==> src/rtl/core/potfs_pkg.sv <==
// Shared types and constants for the priority oldest-first task scheduler.
`default_nettype none

package potfs_pkg;

  localparam int MAX_TASKS       = 16;
  localparam int PRIORITY_LEVELS = 32;
  localparam int EVENT_BITS      = 64;

  localparam int FUNC_W  = 3;
  localparam int SLOT_W  = 4;
  localparam int LEVEL_W = 5;
  localparam int EV_W    = 6;
  localparam int TIME_W  = 32;
  localparam int TASK_W  = SLOT_W + 1;

  localparam logic [TASK_W-1:0] IDLE_CODE = TASK_W'(MAX_TASKS);

  localparam logic [FUNC_W-1:0] FN_TICK   = 3'd0;
  localparam logic [FUNC_W-1:0] FN_CREATE = 3'd1;
  localparam logic [FUNC_W-1:0] FN_BLOCK  = 3'd2;
  localparam logic [FUNC_W-1:0] FN_FIRE   = 3'd3;
  localparam logic [FUNC_W-1:0] FN_CLEAR  = 3'd4;
  localparam logic [FUNC_W-1:0] FN_EXIT   = 3'd5;

  localparam logic [1:0] TS_STOPPED = 2'd0;
  localparam logic [1:0] TS_READY   = 2'd1;
  localparam logic [1:0] TS_BLOCKED = 2'd2;

  typedef struct packed {
    logic [FUNC_W-1:0]  func;
    logic [SLOT_W-1:0]  task_slot;
    logic [LEVEL_W-1:0] priority_req;
    logic [EV_W-1:0]    event_id;
  } in_t;

  typedef struct packed {
    logic [TASK_W-1:0] pick_slot;
    logic              switch_needed;
  } out_t;

  // One task table entry held in RAM.
  typedef struct packed {
    logic [LEVEL_W-1:0] level;
    logic [TIME_W-1:0]  served;
    logic [EV_W-1:0]    wait_ev;
  } entry_t;

  typedef enum logic [1:0] {
    S_IDLE,
    S_BLK_WR,
    S_SCAN,
    S_FINISH
  } sched_state_t;

endpackage

`default_nettype wire

==> src/rtl/core/priority_oldest_first_task_scheduler_core.sv <==
// Top level of the priority oldest-first task scheduler.
//
// Input channel (in_valid / in_stall / in_data) carries one command per
// transaction: tick, create, block current, fire event, clear event, exit.
// Only a tick produces a result on the output channel (out_valid /
// out_stall / out_data): the chosen slot (16 = idle) and a switch flag.
// Create, fire, clear and exit complete on acceptance; block reads the
// running task's RAM entry and then writes it back.
// A tick starts, makes one pass over the task table RAM (one entry per
// cycle through its single read port, which wakes, stamps and compares in
// the same pass) and then commits. Its result is valid the cycle after
// commit. One command is in flight at a time.
// A finished tick result sits in an output register; if out_stall holds
// it there when the next tick finishes, that tick waits in commit.
// Synchronous reset clears task valid and status bits, event flags, the
// time counter and the output valid flag, and sets the running task to idle.
// The per-task RAM fields are written by create before they are ever used.
`default_nettype none

module priority_oldest_first_task_scheduler_core (
  input  wire logic            clk,
  input  wire logic            rst_n,
  input  wire logic            in_valid,
  output logic                 in_stall,
  input  wire potfs_pkg::in_t  in_data,
  output logic                 out_valid,
  input  wire logic            out_stall,
  output potfs_pkg::out_t      out_data
);

  localparam int NT = potfs_pkg::MAX_TASKS;
  localparam int SW = potfs_pkg::SLOT_W;

  potfs_pkg::sched_state_t state_r, state_nxt;

  logic [SW-1:0]                  idx_r, idx_nxt;
  logic [potfs_pkg::TIME_W-1:0]   time_r, time_nxt;
  logic [potfs_pkg::TASK_W-1:0]   run_r, run_nxt;
  logic [potfs_pkg::TASK_W-1:0]   pick_r, pick_nxt;
  logic [potfs_pkg::LEVEL_W-1:0]  best_lvl_r, best_lvl_nxt;
  logic [potfs_pkg::TIME_W-1:0]   best_age_r, best_age_nxt;
  logic [potfs_pkg::EV_W-1:0]     ev_r, ev_nxt;
  logic [potfs_pkg::EVENT_BITS-1:0] flags_r, flags_nxt;
  logic [NT-1:0]                  valid_r, valid_nxt;
  logic [1:0]                     status_r [NT];
  logic [1:0]                     status_nxt [NT];
  logic                           out_valid_r, out_valid_nxt;
  potfs_pkg::out_t                out_r, out_nxt;

  logic                   ram_we;
  logic [SW-1:0]          ram_wr_addr;
  potfs_pkg::entry_t      ram_wr_data;
  logic                   ram_rd_en;
  logic [SW-1:0]          ram_rd_addr;
  potfs_pkg::entry_t      ram_rd_data;

  logic                   acc;
  logic                   live;
  logic                   ev_ok;
  logic                   create_ok;
  logic                   out_free;
  logic                   last_idx;
  logic                   stamp;
  logic                   woke;
  logic                   rdy;
  logic                   take;
  logic [potfs_pkg::TIME_W-1:0] served_eff;
  logic [potfs_pkg::TIME_W-1:0] age;

  potfs_ram #(
    .WIDTH ($bits(potfs_pkg::entry_t)),
    .DEPTH (NT)
  ) u_ram (
    .clk     (clk),
    .we      (ram_we),
    .wr_addr (ram_wr_addr),
    .wr_data (ram_wr_data),
    .rd_en   (ram_rd_en),
    .rd_addr (ram_rd_addr),
    .rd_data (ram_rd_data)
  );

  assign in_stall  = (state_r != potfs_pkg::S_IDLE);
  assign acc       = in_valid && !in_stall;
  assign out_valid = out_valid_r;
  assign out_data  = out_r;
  assign out_free  = !out_valid_r || !out_stall;
  assign last_idx  = (idx_r == SW'(NT - 1));

  assign live      = !run_r[SW] && valid_r[run_r[SW-1:0]];
  assign ev_ok     = ({1'b0, in_data.event_id} < (potfs_pkg::EV_W + 1)'(potfs_pkg::EVENT_BITS));
  assign create_ok = ({1'b0, in_data.task_slot} < (SW + 1)'(NT)) &&
                     ({1'b0, in_data.priority_req} <
                      (potfs_pkg::LEVEL_W + 1)'(potfs_pkg::PRIORITY_LEVELS));

  // Scan datapath for the entry whose RAM data is on the read port.
  assign stamp      = !run_r[SW] && (run_r[SW-1:0] == idx_r);
  assign served_eff = stamp ? time_r : ram_rd_data.served;
  assign age        = time_r - served_eff;
  assign woke       = valid_r[idx_r] && (status_r[idx_r] == potfs_pkg::TS_BLOCKED) &&
                      flags_r[ram_rd_data.wait_ev];
  assign rdy        = valid_r[idx_r] && ((status_r[idx_r] == potfs_pkg::TS_READY) || woke);
  assign take       = rdy && (pick_r[SW] || (ram_rd_data.level < best_lvl_r) ||
                      ((ram_rd_data.level == best_lvl_r) && (age > best_age_r)));

  // Next state.
  always_comb begin
    state_nxt = state_r;
    unique case (state_r)
      potfs_pkg::S_IDLE: begin
        if (acc) begin
          if (in_data.func == potfs_pkg::FN_TICK) begin
            state_nxt = potfs_pkg::S_SCAN;
          end else if ((in_data.func == potfs_pkg::FN_BLOCK) && live && ev_ok) begin
            state_nxt = potfs_pkg::S_BLK_WR;
          end
        end
      end
      potfs_pkg::S_BLK_WR: state_nxt = potfs_pkg::S_IDLE;
      potfs_pkg::S_SCAN: begin
        if (last_idx) begin
          state_nxt = potfs_pkg::S_FINISH;
        end
      end
      potfs_pkg::S_FINISH: begin
        if (out_free) begin
          state_nxt = potfs_pkg::S_IDLE;
        end
      end
      default: state_nxt = potfs_pkg::S_IDLE;
    endcase
  end

  // Datapath, RAM control and outputs.
  always_comb begin
    idx_nxt       = idx_r;
    time_nxt      = time_r;
    run_nxt       = run_r;
    pick_nxt      = pick_r;
    best_lvl_nxt  = best_lvl_r;
    best_age_nxt  = best_age_r;
    ev_nxt        = ev_r;
    flags_nxt     = flags_r;
    valid_nxt     = valid_r;
    status_nxt    = status_r;
    out_nxt       = out_r;
    out_valid_nxt = out_valid_r && out_stall;
    ram_we        = 1'b0;
    ram_wr_addr   = idx_r;
    ram_wr_data   = ram_rd_data;
    ram_rd_en     = 1'b0;
    ram_rd_addr   = idx_r + SW'(1);

    unique case (state_r)
      potfs_pkg::S_IDLE: begin
        if (acc) begin
          case (in_data.func)
            potfs_pkg::FN_TICK: begin
              time_nxt    = time_r + potfs_pkg::TIME_W'(1);
              idx_nxt     = '0;
              pick_nxt    = potfs_pkg::IDLE_CODE;
              ram_rd_en   = 1'b1;
              ram_rd_addr = '0;
            end
            potfs_pkg::FN_CREATE: begin
              if (create_ok) begin
                valid_nxt[in_data.task_slot]  = 1'b1;
                status_nxt[in_data.task_slot] = potfs_pkg::TS_READY;
                ram_we              = 1'b1;
                ram_wr_addr         = in_data.task_slot;
                ram_wr_data.level   = in_data.priority_req;
                ram_wr_data.served  = '0;
                ram_wr_data.wait_ev = '0;
              end
            end
            potfs_pkg::FN_BLOCK: begin
              if (live && ev_ok) begin
                ram_rd_en   = 1'b1;
                ram_rd_addr = run_r[SW-1:0];
                ev_nxt      = in_data.event_id;
              end
            end
            potfs_pkg::FN_FIRE: begin
              if (ev_ok) begin
                flags_nxt[in_data.event_id] = 1'b1;
              end
            end
            potfs_pkg::FN_CLEAR: begin
              if (ev_ok) begin
                flags_nxt[in_data.event_id] = 1'b0;
              end
            end
            potfs_pkg::FN_EXIT: begin
              if (live) begin
                valid_nxt[run_r[SW-1:0]]  = 1'b0;
                status_nxt[run_r[SW-1:0]] = potfs_pkg::TS_STOPPED;
              end
            end
            default: begin
            end
          endcase
        end
      end
      potfs_pkg::S_BLK_WR: begin
        // Write back the running entry with its new wait event.
        ram_we              = 1'b1;
        ram_wr_addr         = run_r[SW-1:0];
        ram_wr_data.wait_ev = ev_r;
        status_nxt[run_r[SW-1:0]] = potfs_pkg::TS_BLOCKED;
      end
      potfs_pkg::S_SCAN: begin
        ram_rd_en = !last_idx;
        idx_nxt   = idx_r + SW'(1);
        if (stamp) begin
          ram_we             = 1'b1;
          ram_wr_addr        = idx_r;
          ram_wr_data.served = time_r;
        end
        if (woke) begin
          status_nxt[idx_r] = potfs_pkg::TS_READY;
        end
        if (take) begin
          pick_nxt     = {1'b0, idx_r};
          best_lvl_nxt = ram_rd_data.level;
          best_age_nxt = age;
        end
      end
      potfs_pkg::S_FINISH: begin
        if (out_free) begin
          run_nxt               = pick_r;
          out_valid_nxt         = 1'b1;
          out_nxt.pick_slot     = pick_r;
          out_nxt.switch_needed = (pick_r != run_r);
        end
      end
      default: begin
      end
    endcase
  end

  always_ff @(posedge clk) begin
    if (!rst_n) begin
      state_r     <= potfs_pkg::S_IDLE;
      time_r      <= '0;
      run_r       <= potfs_pkg::IDLE_CODE;
      flags_r     <= '0;
      valid_r     <= '0;
      out_valid_r <= 1'b0;
      for (int i = 0; i < NT; i++) begin
        status_r[i] <= potfs_pkg::TS_STOPPED;
      end
    end else begin
      state_r     <= state_nxt;
      time_r      <= time_nxt;
      run_r       <= run_nxt;
      flags_r     <= flags_nxt;
      valid_r     <= valid_nxt;
      out_valid_r <= out_valid_nxt;
      status_r    <= status_nxt;
    end
  end

  always_ff @(posedge clk) begin
    idx_r      <= idx_nxt;
    pick_r     <= pick_nxt;
    best_lvl_r <= best_lvl_nxt;
    best_age_r <= best_age_nxt;
    ev_r       <= ev_nxt;
    out_r      <= out_nxt;
  end

endmodule

`default_nettype wire

==> src/rtl/core/potfs_ram.sv <==
// Generic simple dual-port RAM with one write port and a registered read port.
`default_nettype none

module potfs_ram #(
  parameter int WIDTH = 8,
  parameter int DEPTH = 16
) (
  input  wire logic                     clk,
  input  wire logic                     we,
  input  wire logic [$clog2(DEPTH)-1:0] wr_addr,
  input  wire logic [WIDTH-1:0]         wr_data,
  input  wire logic                     rd_en,
  input  wire logic [$clog2(DEPTH)-1:0] rd_addr,
  output logic      [WIDTH-1:0]         rd_data
);

  logic [WIDTH-1:0] mem [DEPTH];

  always_ff @(posedge clk) begin
    if (we) begin
      mem[wr_addr] <= wr_data;
    end
    if (rd_en) begin
      rd_data <= mem[rd_addr];
    end
  end

endmodule

`default_nettype wire
==> config.mk <==
export PLATFORM = sky130hd
export DESIGN_NAME = priority_oldest_first_task_scheduler_core
export DESIGN_NICKNAME = d
export VERILOG_FILES = /design/src/rtl/core/potfs_pkg.sv /design/src/rtl/core/priority_oldest_first_task_scheduler_core.sv /design/src/rtl/core/potfs_ram.sv
export SDC_FILE = /design/constraint.sdc
export NUM_CORES = 2
export LEC_CHECK = 0
export ABC_CLOCK_PERIOD_IN_PS = 8800
export BUFFER_PORTS_ARGS = -buffer_cell sky130_fd_sc_hd__buf_4
export CAP_MARGIN = 10
export CORE_UTILIZATION = 30
export DETAILED_ROUTE_END_ITERATION = 10
export PLACE_DENSITY = 0.47
export SLEW_MARGIN = 20
export SYNTH_ARGS = -nofsm -noshare
export SYNTH_HDL_FRONTEND = slang
export SYNTH_SLANG_ARGS = --single-unit
==> constraint.sdc <==
create_clock -name clk -period 8.8 [get_ports clk]
set_clock_uncertainty 0.2 [all_clocks]
set_input_delay 0.44 -clock clk [delete_from_list [all_inputs] [get_ports clk]]
set_output_delay 0.44 -clock clk [all_outputs]
set_load 0.01 [all_outputs]
Word level (Yosys, flattened, before mapping):

Memory sizes are Yosys's and may differ from the RTL's. A register that Yosys moved wholly into a read port is not among the register bits.
Cells that the tools add are included.

* register bits after elaboration: 210
* bits in writable memories: 688
* input port bits: 22
* output and inout bits: 8
* logic and storage cells: 202
* memories: 1

* add/subtract/negate cells: 3
* magnitude comparators: 16
* equal/unequal tests: 24
* muxes and demuxes: 67
* bitwise operators: 20
* reductions and logical operators: 42

Memories
* u_ram.mem: depth 16, width 43, rd ports 1, clocked after Yosys merged registers in 1, wr ports 1, line potfs_ram.sv:17 `logic [WIDTH-1:0] mem [DEPTH];`

Operators by type and width (number)
* 32-bit 2-to-1 mux: 4
* 32-bit case mux with 2 select lines: 2
* 64-bit case mux with 2 select lines: 1
* 32-bit case mux with 3 select lines: 1
* 43-bit 2-to-1 mux: 2
* 16-bit AND: 4
* 64-bit AND: 1
* 16-bit inverter: 4
* 64-bit inverter: 1
* 16-bit OR: 4
* 64-bit OR: 1
* 32-bit by 1-bit adder with 32-bit output, second input constant: 1
* 32-bit AND: 1
* 32-bit > comparator: 1
* 32-bit inverter: 1
* 16-bit case mux with 2 select lines: 1
* 32-bit subtractor: 1
* 4-bit 2-to-1 mux: 7
* 2-bit demux with 4-bit select: 3
* 4-bit case mux with 2 select lines: 3
* 2-bit 2-to-1 mux: 10
* 5-bit 2-to-1 mux: 4
* 1-bit logical AND: 16
* 16-bit 2-to-1 mux: 1
* 42 further kinds: 97

Longest topological paths before layout:

* depth after elaboration: 12
* mapped depth: 29
* gate-level depth less buffers: 27

Hierarchy:

Synthesis repeated with hierarchy kept, for this count alone.

* cells, all modules: 2754
* area total of the unflattened synthesis: 41209.5 um^2

By module, submodules not included
* potfs_ram: instances 1, cells an instance 1116, area each 27069.7 um^2, sequential area each 21951.1 um^2
* priority_oldest_first_task_scheduler_core: instances 1, cells an instance 1638, area each 14139.8 um^2, sequential area each 4784.6 um^2

Worst setup path before layout:

No wires, ideal clock.

* kind: flip-flop to flip-flop
* start: reg idx_r[1]
* end: reg best_age_r[0] in the netlist's numbering, enable pin
* library setup time: 0.398 ns
* arrival: 6.471 ns
* required time: 8.202 ns
* path slack: 1.731 ns
* stages on the path, launching flop included: 26
* buffers on the path: 4
* period minus slack after synthesis: 7.069 ns
* cells stage by stage: edfxtp_1 > clkbuf_1 > clkbuf_1 > xnor2_1 > nand4_1 > clkbuf_1 > buf_1 > mux2i_1 > ha_1 > nor2b_1 > o21ai_0 > a2111oi_0 > o21a_1 > o31ai_1 > o2111a_1 > o21ai_0 > a2111o_1 > o211a_1 > ha_1 > nand4_1 > nor2_1 > nand3_1 > nor3_1 > o31a_1 > o32a_1 > and3_1

* elaborated cells between the ends (all ways): 21
* classes of those cells: add/sub (1); order compare (1); eq/ne (3); mux (6); bitwise (1); reduce/logical (9)

RTL lines
* start: declaration: line priority_oldest_first_task_scheduler_core.sv:36 `logic [SW-1:0] idx_r, idx_nxt;`
* start signal: assignment: line priority_oldest_first_task_scheduler_core.sv:264 `idx_r <= idx_nxt;`
* 4-bit equality test: line priority_oldest_first_task_scheduler_core.sv:97 `assign stamp = !run_r[SW] && (run_r[SW-1:0] == idx_r);`
* 1-bit logical AND: line priority_oldest_first_task_scheduler_core.sv:97
* 32-bit 2-to-1 mux: line priority_oldest_first_task_scheduler_core.sv:98 `assign served_eff = stamp ? time_r : ram_rd_data.served;`
* 32-bit subtractor: line priority_oldest_first_task_scheduler_core.sv:99 `assign age = time_r - served_eff;`
* via age, one bit: line priority_oldest_first_task_scheduler_core.sv:68 `logic [potfs_pkg::TIME_W-1:0] age;`
* 32-bit > comparator: line priority_oldest_first_task_scheduler_core.sv:104 `((ram_rd_data.level == best_lvl_r) && (age > best_age_r)));`
* 1-bit logical AND: line priority_oldest_first_task_scheduler_core.sv:104
* 1-bit logical OR: line priority_oldest_first_task_scheduler_core.sv:103 `assign take = rdy && (pick_r[SW] || (ram_rd_data.level < best_lvl_r) ||`
* 1-bit logical AND: line priority_oldest_first_task_scheduler_core.sv:103
* 2-bit AND reduction (no source line)
* end signal: assignment: line priority_oldest_first_task_scheduler_core.sv:267 `best_age_r <= best_age_nxt;`
* end: declaration: line priority_oldest_first_task_scheduler_core.sv:41 `logic [potfs_pkg::TIME_W-1:0] best_age_r, best_age_nxt;`

The timed path passes the listed nets, and every way through them passes these cells. The select of a mux whose other input is x is not followed.
A chain may end at the register's enable or synchronous reset.

Worst setup path after layout:

* start: reg run_r[2] in the netlist's numbering
* end: reg best_age_r[0] in the netlist's numbering, enable pin

* word-level cells in the longest chain between the ends: 9

RTL lines
* start: declaration: line priority_oldest_first_task_scheduler_core.sv:38 `logic [potfs_pkg::TASK_W-1:0] run_r, run_nxt;`
* start signal: assignment: line priority_oldest_first_task_scheduler_core.sv:245 `run_r <= potfs_pkg::IDLE_CODE;`
* start signal: assignment: line priority_oldest_first_task_scheduler_core.sv:255 `run_r <= run_nxt;`
* 4-bit equality test: line priority_oldest_first_task_scheduler_core.sv:97
* 1-bit logical AND: line priority_oldest_first_task_scheduler_core.sv:97
* 32-bit 2-to-1 mux: line priority_oldest_first_task_scheduler_core.sv:98
* 32-bit subtractor: line priority_oldest_first_task_scheduler_core.sv:99
* via age, one bit: line priority_oldest_first_task_scheduler_core.sv:68
* 32-bit > comparator: line priority_oldest_first_task_scheduler_core.sv:104
* 1-bit logical AND: line priority_oldest_first_task_scheduler_core.sv:104
* 1-bit logical OR: line priority_oldest_first_task_scheduler_core.sv:103
* 1-bit logical AND: line priority_oldest_first_task_scheduler_core.sv:103
* 2-bit AND reduction (no source line)

The timed path passes the listed nets, and every way through them passes these cells.

==> results.md <==
* TritonCTS clock tree: yes
* Hold Vio Cnt, Final at 0
* Max Slew Vio Count at 0
* R2r startpoint: run_r[2]
* Number of synthesized flops with an enable pin at 789
* Worst hold path type: primary input to flip-flop
* Internal at ~9.4 mW
* Met1 Wirelength at 54400 µm
* Sw power at 4.23 mW
* DPL Wire Length at around 66000 µm
* H-tree depth at 3
* Share of post-route cells with drive strength above 1 at 11.3%
* Drt wl/cell at about 22 µm
* Final Non-Filler Cells at around 5300
* DRC viols at 0
* Largest net degree at the start of global routing at between 150 and 200
* Initial core utilization at 30.3%
* Via count at ~27000
* Num Clock Sinks at between 900 and 1000
* Syn nets at 3492
* Root Driver: clkbuf_16
* Multi-input logic area at between 10000 and 15000 µm²
* YS warnings at 0
* First-pass DRT Iterations at 5
* Placer congestion estimate at approximately 0.83
* Critical path peak fanout at 37
* Total Wirelength at 119000 µm
* Diodes inserted at 0
* Met3 wire length at 6050 µm
* Post-Route Setup TNS at 0 ns
* Seq cells post-synth at approximately 940
* Global-route wire length before repair at 178000 µm
* Worst Path Arrival at around 7.4 ns
* Initial antenna violation count at 1
* RSZ-0062 raised after global routing: false
* WS Path Type: flip-flop to flip-flop
* CORE AREA at between 100000 and 150000 µm²
* Met2 wire length at 55700 µm
* Dpl cells at between 5000 and 6000
* Total gr overflow at 0
* Nets at approximately 3500
* CP Launch Type: flip-flop
* Sequential area share after synthesis at between 60% and 70%
* Leakage at approximately 16 nW
* Vias in the first global route at about 27000
* PostCTS Resize Cnt at 0
* Hold Path Sink: u_ram.mem[11][38]
* FFs w/ async S/R, synth at 0%
* WHS at roughly 0.1 ns
* CP Data Required Time at between 8 and 9 ns
* R2R setup slack at 1.54 ns
* Tot GR Track Use at between 15 and 20%
* Setup violators final at 0
* Worst slew pin tran at between 1 and 1.5 ns
* Die Footprint at about 140000 µm²
* Comb power frac at roughly 24%
* DR iter-0 viols at 2225
* Clock transition at path regs at 0.06 ns
* Max-cap violations at 0
* Clock Power Share at between 30% and 40%
* Synthesized area per cell at 12.5 µm²
* Postcts setup bufs at 0
* Register Area at 26700 µm²
* Top routing layer in use: met5
* Distinct cells, synth at 74
* Fmax at around 140 MHz
* Routed Antenna Nets at 0
* Num ports at 30
* Status: finished clean
* Worst setup EP type: flip-flop
* Worst-Skew Late Latency at about 0.73 ns
* Switching share of power at a little under a third
* Final period util at between 80 and 90%
* Fin crit period at 7.26 ns
* RR Endpoint: best_age_r[0]
* Synth Cell Area at 42300 µm²
* Post-Synthesis Cells at ~3400
* Hold Path Stages at 4
* # port buffers at 29
* Pwr dens at ~280 nW/µm²
* Vias/cell at ~5.1
* Relative slew slack at ~25%
* Min-delay src: in_data[6]
* Primary FF master, synth: edfxtp_1
* Cts bufs inserted at between 100 and 150
* Die Span Y at 378 µm
* VDD IR-drop max at between 0.00015 and 0.0002 V
* Die W at between 300 and 400 µm
* FP Rows at between 100 and 150
* FF-to-FF path depth at 23
* Synthesis-to-finish area growth at 14.6%
* Maximum root-to-sink buffer count at 3
* Fillcell total at 13600
* Flop pwr share at 42.2%
-- critical path, cell delays in order (launching register included) --
cell       delay [ns]
dfxtp_1          0.74
xor2_1           0.23
nor2_1           0.06
nand4_1          0.16
buf_12           0.28
mux2i_1          0.38
ha_1             0.17
nor2b_1          0.12
o21ai_0          0.11
a2111oi_0        0.84
o21a_1           0.29
o31ai_1          0.14
o2111a_1         0.31
o21ai_0          0.28
nand2_1          0.13
o211a_1          0.26
ha_1             0.29
nand4_1          0.13
nor2_1           0.18
nand3_1          0.13
nor3_1           0.27
o31a_1           0.19
o32a_1           0.17
and3_2           0.77
-- metrics by stage --
stage,utilization [%],power (mW),cell area (µm²),setup slack (ns)
after floorplan,-,7.94,42300,1.73
after global routing,34.7,14.2,48500,0.754
after global placement,32.0,9.14,44800,1.56
final,34.7,13.6,48500,1.54
after CTS,34.7,13.8,48500,1.47
after detailed placement,32.1,9.14,44800,1.56
-- cell usage in the layout, fill, tap and decap left out, types with 13 or more instances in the layout --
| cell | instances |
|---|---|
| ha_1 | 77 |
| clkbuf_1 | 21 |
| mux2_2 | 43 |
| a221o_1 | 43 |
| mux4_2 | 36 |
| and3_1 | 52 |
| bufinv_16 | 18 |
| o21bai_1 | 14 |
| nor2_4 | 18 |
| a31oi_1 | 111 |
| nor2_1 | 119 |
| o21ai_1 | 21 |
| nor3_2 | 13 |
| a21o_1 | 24 |
| inv_1 | 60 |
| xnor2_1 | 45 |
| clkinv_1 | 21 |
| nand4b_1 | 17 |
| and2_1 | 171 |
| dfxtp_1 | 152 |
| dlygate4sd3_1 | 15 |
| nand4_1 | 24 |
| edfxtp_1 | 789 |
| nor3_1 | 34 |
| nor2b_1 | 23 |
| a211oi_1 | 133 |
| nand3_1 | 49 |
| xor2_1 | 19 |
| a2111oi_0 | 17 |
| mux2i_1 | 129 |
| o21ai_0 | 106 |
| a311oi_1 | 17 |
| a21oi_1 | 162 |
| buf_4 | 101 |
| o32ai_1 | 44 |
| nand2_1 | 446 |
| clkbuf_16 | 103 |
-- layer usage --
layer	up-vias	GRT usage [%]
li1	12800	-
met1	13700	22.9
met5	-	0
met4	2	4.94
met3	159	2.53
met2	723	26.7
-- Yosys cell counts, types with 19 or more instances --
cell        n  share of area [%]
a221o_1    43                1.0
edfxtp_1  789                 56
xor2_1     19               0.39
a21oi_1   164                1.9
a31oi_1   111                1.6
and2_1    171                2.5
xnor2_1    45               0.93
mux2i_1   130                3.1
buf_2      41               0.48
o32ai_1    44               0.91
mux4_2     36                1.9
clkbuf_1  158                1.4
a211oi_1  133                2.4
nand2_1   448                4.0
o21ai_0   113                1.3
buf_1      27               0.24
nand3_1    49               0.58
nor2_1    137                1.2
inv_1      61               0.54
nor3_1     34               0.40
nand4_1    24               0.35
nor2b_1    23               0.34
a21o_1     24               0.43
dfxtp_1   152                7.2
and3_1     53               0.78
ha_1       78                2.3
mux2_2     44                1.2
-- area by class of cell --
class | count | area share (%)
Multi-Input combinational cell | 2150 | 30.0
Inverter | 62 | 0.480
Tap cell | 1876 | 4.84
Clock buffer | 128 | 5.59
Clock inverter | 64 | 1.80
Sequential cell | 941 | 55.1
Timing Repair Buffer | 123 | 2.16
-- cell families (layout without fill, tap and decap cells) --
logic type / Yosys count / count (layout) / synth area share [%]
AOI/OAI and AO/OA: 764 / 764 / 12.2
xor gates and xnor gates: 64 / 64 / 1.32
muxes: 210 / 210 / 6.16
buffers and inverters: 300 / 377 / 2.91
and+or+nand+nor: 1033 / 1033 / 11.9
DFF: 941 / 941 / 63.2
adders and majority gates: 79 / 79 / 2.35
-- state kept, by name, summed over array words and instances (netlist names), named ones only --
register	flops
state_r	2
run_r	5
best_age_r	32
idx_r	4
ev_r	6
time_r	32
u_ram.mem	688
out_data	6
valid_r	16
u_ram.rd_data	43
pick_r	5
best_lvl_r	5
status_r	32
out_valid	1
-- power by group through the flow --
stage	clock network [mW]	logic (mW)	registers (mW)
final	4.59	3.29	5.74
after global routing	4.86	3.61	5.76
after CTS	4.70	3.33	5.74
after detailed placement	0	3.30	5.83
after global placement	0	3.31	5.83
after floorplan	0	2.18	5.76
-- worst max-delay path by stage --
stage	start	to	slack (ns)	depth (start not counted)
CTS	run_r[2]	best_age_r[0]	1.47	23
floorplan	idx_r[1]	best_age_r[0]	1.73	25
finish	run_r[2]	best_age_r[0]	1.54	23
global route	run_r[2]	best_age_r[0]	0.75	23
global placement	run_r[2]	best_age_r[4]	1.56	23
detailed placement	run_r[2]	best_age_r[4]	1.56	23
-- repair_timing --
action                                  CTS  global route
hold buffers                             15             0
endpoints found under the setup margin    0             0
hold endpoints to repair                 58             0
Power figures use the tool's default switching activity.
